`src/rtl/core/assert_macros.svh`:
```
// assertion macros shared by the rtl core
// expects clk and rst_n in the scope of each use
`ifndef ASSERT_MACROS_SVH
`define ASSERT_MACROS_SVH

// condition must hold at every clock edge outside reset
`define ASSERT_ALWAYS(label, cond, msg) \
  label: assert property (@(posedge clk) disable iff (!rst_n) (cond)) else $error(msg);

// consequent must hold in the same cycle as the antecedent
`define ASSERT_SAME(label, ante, cons, msg) \
  label: assert property (@(posedge clk) disable iff (!rst_n) (ante) |-> (cons)) else $error(msg);

// consequent must hold in the cycle after the antecedent
`define ASSERT_NEXT(label, ante, cons, msg) \
  label: assert property (@(posedge clk) disable iff (!rst_n) (ante) |=> (cons)) else $error(msg);

`endif

```
`src/rtl/core/srs_pkg.sv`:
```
// types, constants and helpers for the selective repeat sender
// no dependencies
package srs_pkg;

  localparam int WINDOW    = 8;
  localparam int SEQ_SPACE = 2 * WINDOW;
  localparam int SLOT_W    = $clog2(WINDOW);
  localparam int SEQ_W     = SLOT_W + 1;

  // fixed field widths of the transaction ports
  localparam int MODE_W    = 2;
  localparam int ACK_W     = 4;
  localparam int STATUS_W  = 3;
  localparam int SEQ_NUM_W = 4;
  localparam int SLOT_NUM_W = 3;
  localparam int CNT_W     = 4;

  typedef enum logic [MODE_W-1:0] {
    MODE_NEW     = 2'd0,
    MODE_ACK     = 2'd1,
    MODE_TIMEOUT = 2'd2
  } mode_t;

  typedef enum logic [STATUS_W-1:0] {
    ST_SENT     = 3'd0,
    ST_FULL     = 3'd1,
    ST_ACK_TOOK = 3'd2,
    ST_IGNORED  = 3'd3,
    ST_RESEND   = 3'd4,
    ST_NOTHING  = 3'd5
  } status_t;

  typedef enum logic [1:0] {
    S_IDLE,
    S_SLIDE,
    S_RESEND
  } state_t;

  // distance from one sequence number to another, modulo the sequence space
  function automatic logic [SEQ_W-1:0] seq_dist(input logic [SEQ_W-1:0] from,
                                                input logic [SEQ_W-1:0] to);
    seq_dist = to - from;
  endfunction

endpackage

```
`src/rtl/core/selective_repeat_sender.sv`:
```
// selective repeat arq sender: window bookkeeping, ack slide and timeout resend
// depends on srs_pkg and assert_macros.svh
//
//  channel  | ports                               | handshake
//  ---------+-------------------------------------+--------------------------------
//  event    | in_mode, in_ack_number              | start high while busy low
//  result   | out_status ... out_last             | out_valid strobe, one cycle each
//
// new message, ignored ack, unused mode or empty timeout: one transaction, result
//   registered in the cycle after accept, block ready again at once
// accepted ack: S_SLIDE moves the base over each acknowledged oldest slot in turn, then gives the result
// timeout: S_RESEND walks the slot indices, up to WINDOW of them, with up to WINDOW
//   results; the single slot index counter idx_r scans the window
// rst_n is synchronous; reset empties the window with base and next at zero
// the receiver cannot stall, results go out the cycle they are ready
module selective_repeat_sender (
  input  logic                            clk,
  input  logic                            rst_n,
  input  logic                            start,
  output logic                            busy,
  input  logic [srs_pkg::MODE_W-1:0]      in_mode,
  input  logic [srs_pkg::ACK_W-1:0]       in_ack_number,
  output logic                            out_valid,
  output logic [srs_pkg::STATUS_W-1:0]    out_status,
  output logic                            out_send_valid,
  output logic [srs_pkg::SEQ_NUM_W-1:0]   out_seq_number,
  output logic [srs_pkg::SLOT_NUM_W-1:0]  out_buffer_slot,
  output logic                            out_restart_timer,
  output logic [srs_pkg::SEQ_NUM_W-1:0]   out_window_base,
  output logic [srs_pkg::CNT_W-1:0]       out_in_flight,
  output logic                            out_last
);
  import srs_pkg::*;
  `include "assert_macros.svh"

  // sequencer and window state
  state_t              state_r, state_nxt;
  logic [SEQ_W-1:0]    base_r, base_nxt;
  logic [SEQ_W-1:0]    next_r, next_nxt;
  logic [WINDOW-1:0]   acked_r, acked_nxt;
  logic [WINDOW-1:0]   outst_r, outst_nxt;
  // snapshot of slots still to resend during a timeout walk
  logic [WINDOW-1:0]   pend_r, pend_nxt;
  logic [SLOT_W-1:0]   idx_r, idx_nxt;

  // sequence number held by each slot, only read for outstanding slots
  logic [SEQ_W-1:0]    seq_mem_r [WINDOW];
  logic                seq_we;

  // result register
  logic                out_valid_r, out_valid_nxt;
  status_t             out_status_r, out_status_nxt;
  logic                out_send_r, out_send_nxt;
  logic [SEQ_W-1:0]    out_seq_r, out_seq_nxt;
  logic [SLOT_W-1:0]   out_slot_r, out_slot_nxt;
  logic                out_restart_r, out_restart_nxt;
  logic [SEQ_W-1:0]    out_base_r, out_base_nxt;
  logic [SEQ_W-1:0]    out_flight_r, out_flight_nxt;
  logic                out_last_r, out_last_nxt;

  // shared decode
  logic                accept;
  logic [SEQ_W-1:0]    ack_seq;
  logic [SEQ_W-1:0]    flight_now;
  logic                window_room;
  logic                ack_ok;
  logic [WINDOW-1:0]   pend_now;
  logic                slide_go;
  logic [WINDOW-1:0]   pend_rest;
  logic                resend_last;

  assign accept      = start && (state_r == S_IDLE);
  assign ack_seq     = SEQ_W'(in_ack_number);
  assign flight_now  = seq_dist(base_r, next_r);
  assign window_room = (int'(flight_now) < WINDOW);
  // ack must lie in the sequence space and inside [base, next)
  assign ack_ok      = (int'(in_ack_number) < SEQ_SPACE) &&
                       (seq_dist(base_r, ack_seq) < flight_now);
  assign pend_now    = outst_r & ~acked_r;
  // base slides while the oldest slot is acknowledged
  assign slide_go    = (base_r != next_r) && acked_r[base_r[SLOT_W-1:0]];
  // pending slots left once the current index is served
  assign pend_rest   = pend_r & ~(WINDOW'(1) << idx_r);
  assign resend_last = (pend_rest == '0);

  // next state
  always_comb begin
    state_nxt = state_r;
    case (state_r)
      S_IDLE: begin
        if (accept) begin
          if ((in_mode == MODE_ACK) && ack_ok) begin
            state_nxt = S_SLIDE;
          end else if ((in_mode == MODE_TIMEOUT) && (pend_now != '0)) begin
            state_nxt = S_RESEND;
          end
        end
      end
      S_SLIDE: begin
        if (!slide_go) begin
          state_nxt = S_IDLE;
        end
      end
      S_RESEND: begin
        if (pend_r[idx_r] && resend_last) begin
          state_nxt = S_IDLE;
        end
      end
      default: state_nxt = S_IDLE;
    endcase
  end

  // datapath and result
  always_comb begin
    base_nxt        = base_r;
    next_nxt        = next_r;
    acked_nxt       = acked_r;
    outst_nxt       = outst_r;
    pend_nxt        = pend_r;
    idx_nxt         = idx_r;
    seq_we          = 1'b0;
    out_valid_nxt   = 1'b0;
    out_status_nxt  = ST_IGNORED;
    out_send_nxt    = 1'b0;
    out_seq_nxt     = '0;
    out_slot_nxt    = '0;
    out_restart_nxt = 1'b0;
    out_base_nxt    = base_r;
    out_flight_nxt  = flight_now;
    out_last_nxt    = 1'b0;
    case (state_r)
      S_IDLE: begin
        if (accept) begin
          case (in_mode)
            MODE_NEW: begin
              out_valid_nxt = 1'b1;
              out_last_nxt  = 1'b1;
              if (window_room) begin
                // next sequence number goes out and its slot becomes outstanding
                seq_we                     = 1'b1;
                acked_nxt[next_r[SLOT_W-1:0]] = 1'b0;
                outst_nxt[next_r[SLOT_W-1:0]] = 1'b1;
                next_nxt                   = next_r + SEQ_W'(1);
                out_status_nxt             = ST_SENT;
                out_send_nxt               = 1'b1;
                out_seq_nxt                = next_r;
                out_slot_nxt               = next_r[SLOT_W-1:0];
                out_restart_nxt            = 1'b1;
                out_flight_nxt             = seq_dist(base_r, next_r + SEQ_W'(1));
              end else begin
                out_status_nxt = ST_FULL;
              end
            end
            MODE_ACK: begin
              if (ack_ok) begin
                // result follows once the base has slid
                acked_nxt[ack_seq[SLOT_W-1:0]] = 1'b1;
              end else begin
                out_valid_nxt  = 1'b1;
                out_last_nxt   = 1'b1;
                out_status_nxt = ST_IGNORED;
              end
            end
            MODE_TIMEOUT: begin
              if (pend_now != '0) begin
                pend_nxt = pend_now;
                idx_nxt  = '0;
              end else begin
                out_valid_nxt  = 1'b1;
                out_last_nxt   = 1'b1;
                out_status_nxt = ST_NOTHING;
              end
            end
            default: begin
              // unused event code
              out_valid_nxt  = 1'b1;
              out_last_nxt   = 1'b1;
              out_status_nxt = ST_IGNORED;
            end
          endcase
        end
      end
      S_SLIDE: begin
        if (slide_go) begin
          acked_nxt[base_r[SLOT_W-1:0]] = 1'b0;
          outst_nxt[base_r[SLOT_W-1:0]] = 1'b0;
          base_nxt                      = base_r + SEQ_W'(1);
        end else begin
          out_valid_nxt  = 1'b1;
          out_last_nxt   = 1'b1;
          out_status_nxt = ST_ACK_TOOK;
        end
      end
      S_RESEND: begin
        idx_nxt = idx_r + SLOT_W'(1);
        if (pend_r[idx_r]) begin
          pend_nxt        = pend_rest;
          out_valid_nxt   = 1'b1;
          out_status_nxt  = ST_RESEND;
          out_send_nxt    = 1'b1;
          out_seq_nxt     = seq_mem_r[idx_r];
          out_slot_nxt    = idx_r;
          out_restart_nxt = 1'b1;
          out_last_nxt    = resend_last;
        end
      end
      default: ;
    endcase
  end

  always_ff @(posedge clk) begin
    if (!rst_n) begin
      state_r     <= S_IDLE;
      base_r      <= '0;
      next_r      <= '0;
      acked_r     <= '0;
      outst_r     <= '0;
      pend_r      <= '0;
      idx_r       <= '0;
      out_valid_r <= 1'b0;
    end else begin
      state_r     <= state_nxt;
      base_r      <= base_nxt;
      next_r      <= next_nxt;
      acked_r     <= acked_nxt;
      outst_r     <= outst_nxt;
      pend_r      <= pend_nxt;
      idx_r       <= idx_nxt;
      out_valid_r <= out_valid_nxt;
    end
  end

  // payload registers, no reset
  always_ff @(posedge clk) begin
    out_status_r  <= out_status_nxt;
    out_send_r    <= out_send_nxt;
    out_seq_r     <= out_seq_nxt;
    out_slot_r    <= out_slot_nxt;
    out_restart_r <= out_restart_nxt;
    out_base_r    <= out_base_nxt;
    out_flight_r  <= out_flight_nxt;
    out_last_r    <= out_last_nxt;
    if (seq_we) begin
      seq_mem_r[next_r[SLOT_W-1:0]] <= next_r;
    end
  end

  assign busy              = (state_r != S_IDLE);
  assign out_valid         = out_valid_r;
  assign out_status        = out_status_r;
  assign out_send_valid    = out_send_r;
  assign out_seq_number    = SEQ_NUM_W'(out_seq_r);
  assign out_buffer_slot   = SLOT_NUM_W'(out_slot_r);
  assign out_restart_timer = out_restart_r;
  assign out_window_base   = SEQ_NUM_W'(out_base_r);
  assign out_in_flight     = CNT_W'(out_flight_r);
  assign out_last          = out_last_r;

  // a timeout walk always has something left to resend
  `ASSERT_SAME(a_resend_pending, state_r == S_RESEND, pend_r != '0, "resend walk with empty set")
  // the window never holds more than WINDOW sequence numbers
  `ASSERT_ALWAYS(a_window_bound, int'(flight_now) <= WINDOW, "window overfilled")
  // a new message transaction gives its single result in the next cycle
  `ASSERT_NEXT(a_new_result, accept && (in_mode == MODE_NEW), out_valid && out_last, "new message result missing")
  // a sent packet sits in the slot of its sequence number
  `ASSERT_SAME(a_slot_match, out_valid && out_send_valid, out_buffer_slot == out_seq_number[SLOT_W-1:0], "slot does not match sequence")

endmodule
```
`config.mk`:
```
export PLATFORM = sky130hd
export DESIGN_NAME = selective_repeat_sender
export DESIGN_NICKNAME = d
export VERILOG_FILES = /design/src/rtl/core/srs_pkg.sv /design/src/rtl/core/selective_repeat_sender.sv
export VERILOG_INCLUDE_DIRS = /design/src /design/src/rtl/core
export SDC_FILE = /design/constraint.sdc
export NUM_CORES = 1
export LEC_CHECK = 0
export CAP_MARGIN = 10
export CORE_MARGIN = 1
export CORE_UTILIZATION = 51
export CTS_CLUSTER_DIAMETER = 150
export CTS_CLUSTER_SIZE = 40
export DETAILED_ROUTE_END_ITERATION = 10
export DONT_BUFFER_PORTS = 1
export PLACE_DENSITY = 0.66
export SYNTH_ARGS = -nofsm -noshare
export SYNTH_HDL_FRONTEND = slang
export SYNTH_SLANG_ARGS = --single-unit
```
`constraint.sdc`:
```
create_clock -name clk -period 4.4 [get_ports clk]
set_clock_uncertainty 0.2 [all_clocks]
set_input_delay 0.44 -clock clk [delete_from_list [all_inputs] [get_ports clk]]
set_output_delay 0.44 -clock clk [all_outputs]
set_load 0.1 [all_outputs]
```
# ---- Word level (Yosys, flattened, before mapping)
# Memory sizes are Yosys's and may differ from the RTL's. A register that Yosys moved wholly into a read port is not among the register bits.
# Index checks and enable logic that the tools add are counted.
dict set report totals {
  reg_bits 58
  input_bits 9
  output_inout_bits 23
  elab_cells 158
  mem_count 1
  mem_bits_rw 32
}
dict set report classes {
  n_eq_ne 18
  n_lt_le_gt_ge 9
  add_sub_neg 6
  shifts 1
  n_mux 75
  n_reduce_logical 22
  n_bitwise 11
}
# name depth width read_ports rd_clocked_by_memory_dff wr line
set mem_list {}
lappend mem_list {seq_mem_r 8 4 1 1 1 selective_repeat_sender.sv:47} ;# logic [SEQ_W-1:0] seq_mem_r [WINDOW];
# operator count
set op_table {}
lappend op_table {{8-bit 2-to-1 mux} 12}
lappend op_table {{8-bit case mux with 2 select lines} 4}
lappend op_table {{8-bit bitwise AND} 5}
lappend op_table {{3-bit 2-to-1 mux} 12}
lappend op_table {{4-bit 2-to-1 mux} 8}
lappend op_table {{8-bit NOT} 4}
lappend op_table {{1-bit 2-to-1 mux} 19}
lappend op_table {{3-bit case mux with 2 select lines} 3}
lappend op_table {{3-bit by 4-bit less-than comparator with 1-bit output (second input constant)} 4}
lappend op_table {{8-bit bitwise OR} 2}
lappend op_table {{2-bit != test (second input constant)} 6}
lappend op_table {{4-bit AND reduction} 3}
lappend op_table {{4-bit subtractor} 3}
lappend op_table {{2-bit 2-to-1 mux} 5}
lappend op_table {{5-bit AND reduction} 2}
lappend op_table {{1-bit demux with 3-bit select} 3}
lappend op_table {{3-bit by 1-bit >= comparator with 1-bit output (second input constant)} 3}
lappend op_table {{3-bit case mux with 3 select lines} 1}
lappend op_table {{4-bit by 1-bit adder with 4-bit output (second input constant)} 2}
lappend op_table {{1-bit logical AND} 8}
lappend op_table {{8-bit logical NOT} 1}
lappend op_table {{4-bit case mux with 2 select lines} 1}
lappend op_table {{8-bit nonzero test} 1}
lappend op_table {{1-bit by 3-bit left shift with 8-bit output (first input constant)} 1}
lappend op_table {{other kinds (17)} 29}

# ---- Longest topological paths before layout
dict set report logic_depth {
  depth_word 10
  mapped_depth 12
  ltp_nobuf 12
}

# ---- Worst setup path before layout
# OpenSTA, ideal clock, no wires.
dict set report synth_timing {
  path_type {register -> register}
  startpoint {register base_r[1]}
  endpoint {register acked_r[0]}
  path_stages_with_launch 13
  t_arrival_ns 2.936
  setup_ns 0.059
  synth_period_minus_slack_ns 3.195
  slack_ns 1.205
  cell_sequence {dfxtp_1 > buf_6 > inv_1 > ha_1 > and3b_1 > o21ai_0 > nand2_1 > ha_1 > o21ai_0 > o21ai_0 > o21ai_0 > a21oi_1 > o221a_2}
}
dict set report synth_via {
  elab_chain_cells 8
  elab_cells_between_ends 21
  classes_between {add/sub (2); order compare (4); eq/ne (4); mux (6); bitwise (2); reduce/logical (3)}
}
# element line
set synth_rtl {}
lappend synth_rtl {{from (decl)} selective_repeat_sender.sv:38} ;# logic [SEQ_W-1:0] base_r, base_nxt;
lappend synth_rtl {{from (signal assigned)} selective_repeat_sender.sv:223} ;# base_r <= base_nxt;
lappend synth_rtl {{branches (longest 8 deep; another with 4-bit subtractor)} n/a}
lappend synth_rtl {{to (signal assigned)} selective_repeat_sender.sv:225} ;# acked_r <= acked_nxt;
lappend synth_rtl {{to (decl)} selective_repeat_sender.sv:40} ;# logic [WINDOW-1:0] acked_r, acked_nxt;
# Several ways; the timed one is not identified. The select of a mux whose other input is x is not followed.
# A chain may end at the register's enable or synchronous reset.

# ---- Worst setup path in the final report
dict set report layout_timing {
  startpoint {register base_r[1]}
  endpoint {register acked_r[6]}
}
# Same word-level chain as after synthesis.

==> load_flow_metrics.sql <==
INSERT INTO impl_metrics (metric_group, metric, value, unit) VALUES
('critical_path', 'critPathMostFrequentCell', 'sky130_fd_sc_hd__o21ai_0', ''),
('critical_path', 'timing.critical_path.to_type', 'flop', ''),
('clock_tree', 'clkSlewWorstSetupHoldPaths', '90', 'ps'),
('critical_path', 'worstPathRequired', '4510', 'ps'),
('clock_tree', 'clock_sinks', '93', ''),
('floorplan', 'initial_core_util', '53.42', '%'),
('clock_tree', 'cts_buffers', '9', ''),
('logic_synthesis', 'synth.yosys.warnings', '0', ''),
('critical_path', 'worstSetupPathType', 'reg2reg', ''),
('clock_tree', 'clk_latency', '370', 'ps'),
('sta', 'timing.final.hold_violations', '0', ''),
('grt', 'number_of_antenna_violations_at_the_first_check_in_global_routing', '0', ''),
('clock_tree', 'clock_tree.htree_level_count', '3', ''),
('critical_path', 'setup.reg_to_reg.worst_slack', '600', 'ps'),
('logic_synthesis', 'synthesized_cell_area', '4705', 'sq um'),
('finish', 'most-common-layout-cells', 'sky130_fd_sc_hd__dfxtp_1, sky130_fd_sc_hd__nand2_1, sky130_fd_sc_hd__nor2_1', ''),
('sta', 'grt_setup_unrepaired', 'no', ''),
('run', 'drv_cap', '0', ''),
('clock_tree', 'post-cts-setup-buffers', '0', ''),
('critical_path', 'startpoint_type', 'flop', ''),
('power', 'irDropWorstVdd', '0.2206', 'mV'),
('critical_path', 'worst-path-buf-inv', '1', ''),
('route', 'drt_pre_antenna_iters', '8', ''),
('route', 'routed_wire_length_per_instance', '20.20', 'microns'),
('route', 'post_route_antenna_net_violation_count', '0', ''),
('floorplan', 'pin_count', '32', ''),
('grt', 'pin_count_of_the_biggest_net_entering_global_routing', '23', ''),
('critical_path', 'critical_path.max_stage_delay', '580', 'ps'),
('logic_synthesis', 'synthesis.instances', '446', ''),
('logic_synthesis', 'average_instance_area_after_synthesis', '10.55', 'sq um'),
('sta', 'worst_tran_pin_value', '998.0', 'ps'),
('clock_tree', 'cts_root_buffer', 'sky130_fd_sc_hd__clkbuf_8', ''),
('floorplan', 'std_cell_rows', '34', ''),
('outcome', 'failed_checks', 'DRC', ''),
('finish', 'final_cell_area_excluding_filler_cells', '4970', 'sq um'),
('sta', 'slew_headroom', '33.62', '%'),
('placed_design', 'io_buffers', '0', ''),
('clock_tree', 'tritoncts', 'yes', ''),
('critical_path', 'critical_path_cell_count', '11', ''),
('sta', 'fmax', '0.2634', 'GHz'),
('finish', 'drive_above_1_share', '12.67', '%'),
('critical_path', 'cp.arrival', '3910', 'ps'),
('critical_path', 'crit_fanout', '13', ''),
('sta', 'setup_total_negative_slack', '0', 'ps'),
('grt', 'global_route.peak_usage_layer', 'met2', ''),
('grt', 'globalRouteMet2Util', '39.06', '%'),
('logic_synthesis', 'synth_seq_cells', '93', ''),
('floorplan', 'core_area', '8806', 'sq um'),
('grt', 'global_route_wire_length_before_repair', '18.11', 'mm'),
('route', 'routed_wl', '11.27', 'mm'),
('clock_tree', 'cts.hold.buffers_added', '1', ''),
('clock_tree', 'cts_repair_resize_count', '0', ''),
('critical_path', 'critical-path-slowest-cell', 'sky130_fd_sc_hd__dfxtp_1', ''),
('critical_path', 'critical_path_cell_list', 'inv_1 -> ha_1 -> and3b_1 -> o21ai_0 -> nand2_1 -> ha_1 -> o21ai_0 -> o21ai_0 -> o21ai_0 -> a21oi_1 -> o221a_2', ''),
('sta', 'timing.final.setup_violations', '0', ''),
('route', 'drc', '2', ''),
('worst_hold_path', 'min-delay-path-class', 'in2reg', ''),
('route', 'number_of_violations_reported_at_the_end_of_detailed_routing_iteration_0', '212', ''),
('finish', 'final_cells', '558', ''),
('critical_path', 'rr_worst_depth', '11', ''),
('logic_synthesis', 'synth_fp_nets', '481', ''),
('placed_design', 'placed_area', '4761', 'sq um'),
('critical_path', 'critical-path-top-delay-family', 'compound AO/OA/AOI/OAI gates', ''),
('logic_synthesis', 'number_of_different_library_cells_in_the_post_synthesis_netlist', '66', ''),
('power', 'total_power', '1.597', 'mW'),
('worst_hold_path', 'hold_path_depth', '1', ''),
('finish', 'antennaDiodeCount', '0', ''),
('logic_synthesis', 'async_flop_share', '0', '%'),
('grt', 'met1_layer_usage_reported_by_global_route', '34.09', '%'),
('outcome', 'outcome', 'finished with violations', ''),
('placed_design', 'post-dp-hpwl', '8.169', 'mm');
-- synth_stat cells, types with 5 or more instances --
| cell | number | share of area [%] |
|---|---|---|
| sky130_fd_sc_hd__a22oi_1 | 5 | 0.80 |
| sky130_fd_sc_hd__dfxtp_1 | 61 | 26 |
| sky130_fd_sc_hd__nand3_1 | 9 | 0.96 |
| sky130_fd_sc_hd__a211oi_1 | 6 | 0.96 |
| sky130_fd_sc_hd__ha_1 | 23 | 6.1 |
| sky130_fd_sc_hd__o221a_2 | 6 | 1.4 |
| sky130_fd_sc_hd__a21oi_1 | 20 | 2.1 |
| sky130_fd_sc_hd__xnor2_1 | 10 | 1.9 |
| sky130_fd_sc_hd__nand2b_1 | 8 | 1.1 |
| sky130_fd_sc_hd__xor2_1 | 6 | 1.1 |
| sky130_fd_sc_hd__a31oi_1 | 6 | 0.80 |
| sky130_fd_sc_hd__o21ai_0 | 19 | 2.0 |
| sky130_fd_sc_hd__nor3_1 | 11 | 1.2 |
| sky130_fd_sc_hd__nor2b_1 | 11 | 1.5 |
| sky130_fd_sc_hd__mux2i_1 | 7 | 1.5 |
| sky130_fd_sc_hd__nor2_1 | 34 | 2.7 |
| sky130_fd_sc_hd__inv_1 | 26 | 2.1 |
| sky130_fd_sc_hd__nand2_1 | 35 | 2.8 |
| sky130_fd_sc_hd__mux4_2 | 11 | 5.3 |
| sky130_fd_sc_hd__edfxtp_1 | 32 | 20 |
| sky130_fd_sc_hd__clkbuf_1 | 11 | 0.88 |
| sky130_fd_sc_hd__o21a_1 | 12 | 1.9 |
-- logic make-up after synthesis --
family	Yosys count	share of synthesized area, %
adder cells (fa/ha/maj)	26	7.394
flip-flops	93	46.38
multiplexers	19	6.995
buffers and inverters	49	5.133
XOR/XNOR	16	2.979
AO/OA/AOI/OAI	113	17.26
AND/OR/NAND/NOR	130	13.86
-- area by class of cell --
| cell class | instances | area (sq um) |
|---|---|---|
| well taps | 108 | 135.1 |
| clock inverters | 7 | 65.06 |
| clock buffers | 9 | 123.9 |
| repair buffers | 10 | 80.08 |
| flip-flops and latches | 93 | 2183 |
| multi-input cells | 304 | 2281 |
| inverters | 27 | 101.3 |
| fillers | 792 | 3836 |
-- routing by layer --
layer,vias to the layer above,share of wire [%],routed length [microns]
met5,-,0,0
met1,1664,45,5081
met3,29,5.3,603
li1,1630,-,-
met4,0,2.7,304
met2,127,47,5282
-- through the flow --
stage / setup WS [ps] / hold WS [ps]
2_1_floorplan: 1205 / 151.7
3_3_place_gp: 772.7 / 277.6
3_5_place_dp: 620.1 / 272.4
4_1_cts: 605.3 / 1.080
5_1_grt: 138.2 / 1.856
6_report: 603.3 / 8.266
-- state kept, by name, indices dropped and copies added, names as in the netlist, named ones only --
register / count
acked_r: 8
state_r: 2
out_buffer_slot: 3
out_in_flight: 4
next_r: 4
out_last: 1
seq_mem_r: 32
out_window_base: 4
out_restart_timer: 1
outst_r: 8
out_seq_number: 4
out_valid: 1
idx_r: 3
base_r: 4
out_status: 3
pend_r: 8
-- worst paths after layout --
| path | endpoint | start |
|---|---|---|
| setup / recovery | acked_r[6]$_SDFFE_PN0P_ | base_r[1]$_SDFFE_PN0P_ |
| hold / removal | acked_r[0]$_SDFFE_PN0P_ | rst_n |
| setup reg to reg | acked_r[6]$_SDFFE_PN0P_ | base_r[1]$_SDFFE_PN0P_ |
| hold reg to reg | out_window_base[3]$_DFF_P_ | base_r[3]$_SDFFE_PN0P_ |
-- power by group --
group          internal (mW)  total, mW  switching, mW
combinational         0.0330     0.0937         0.0607
clock                  0.219      0.557          0.338
sequential             0.894      0.946         0.0525
-- worst register-to-register path: stages (launching register included) --
cell,delay [ps]
sky130_fd_sc_hd__dfxtp_1,580
sky130_fd_sc_hd__inv_1,260
sky130_fd_sc_hd__ha_1,360
sky130_fd_sc_hd__and3b_1,170
sky130_fd_sc_hd__o21ai_0,340
sky130_fd_sc_hd__nand2_1,160
sky130_fd_sc_hd__ha_1,300
sky130_fd_sc_hd__o21ai_0,110
sky130_fd_sc_hd__o21ai_0,330
sky130_fd_sc_hd__o21ai_0,150
sky130_fd_sc_hd__a21oi_1,510
sky130_fd_sc_hd__o221a_2,290
No activity file was read; power rests on OpenSTA's default activity.
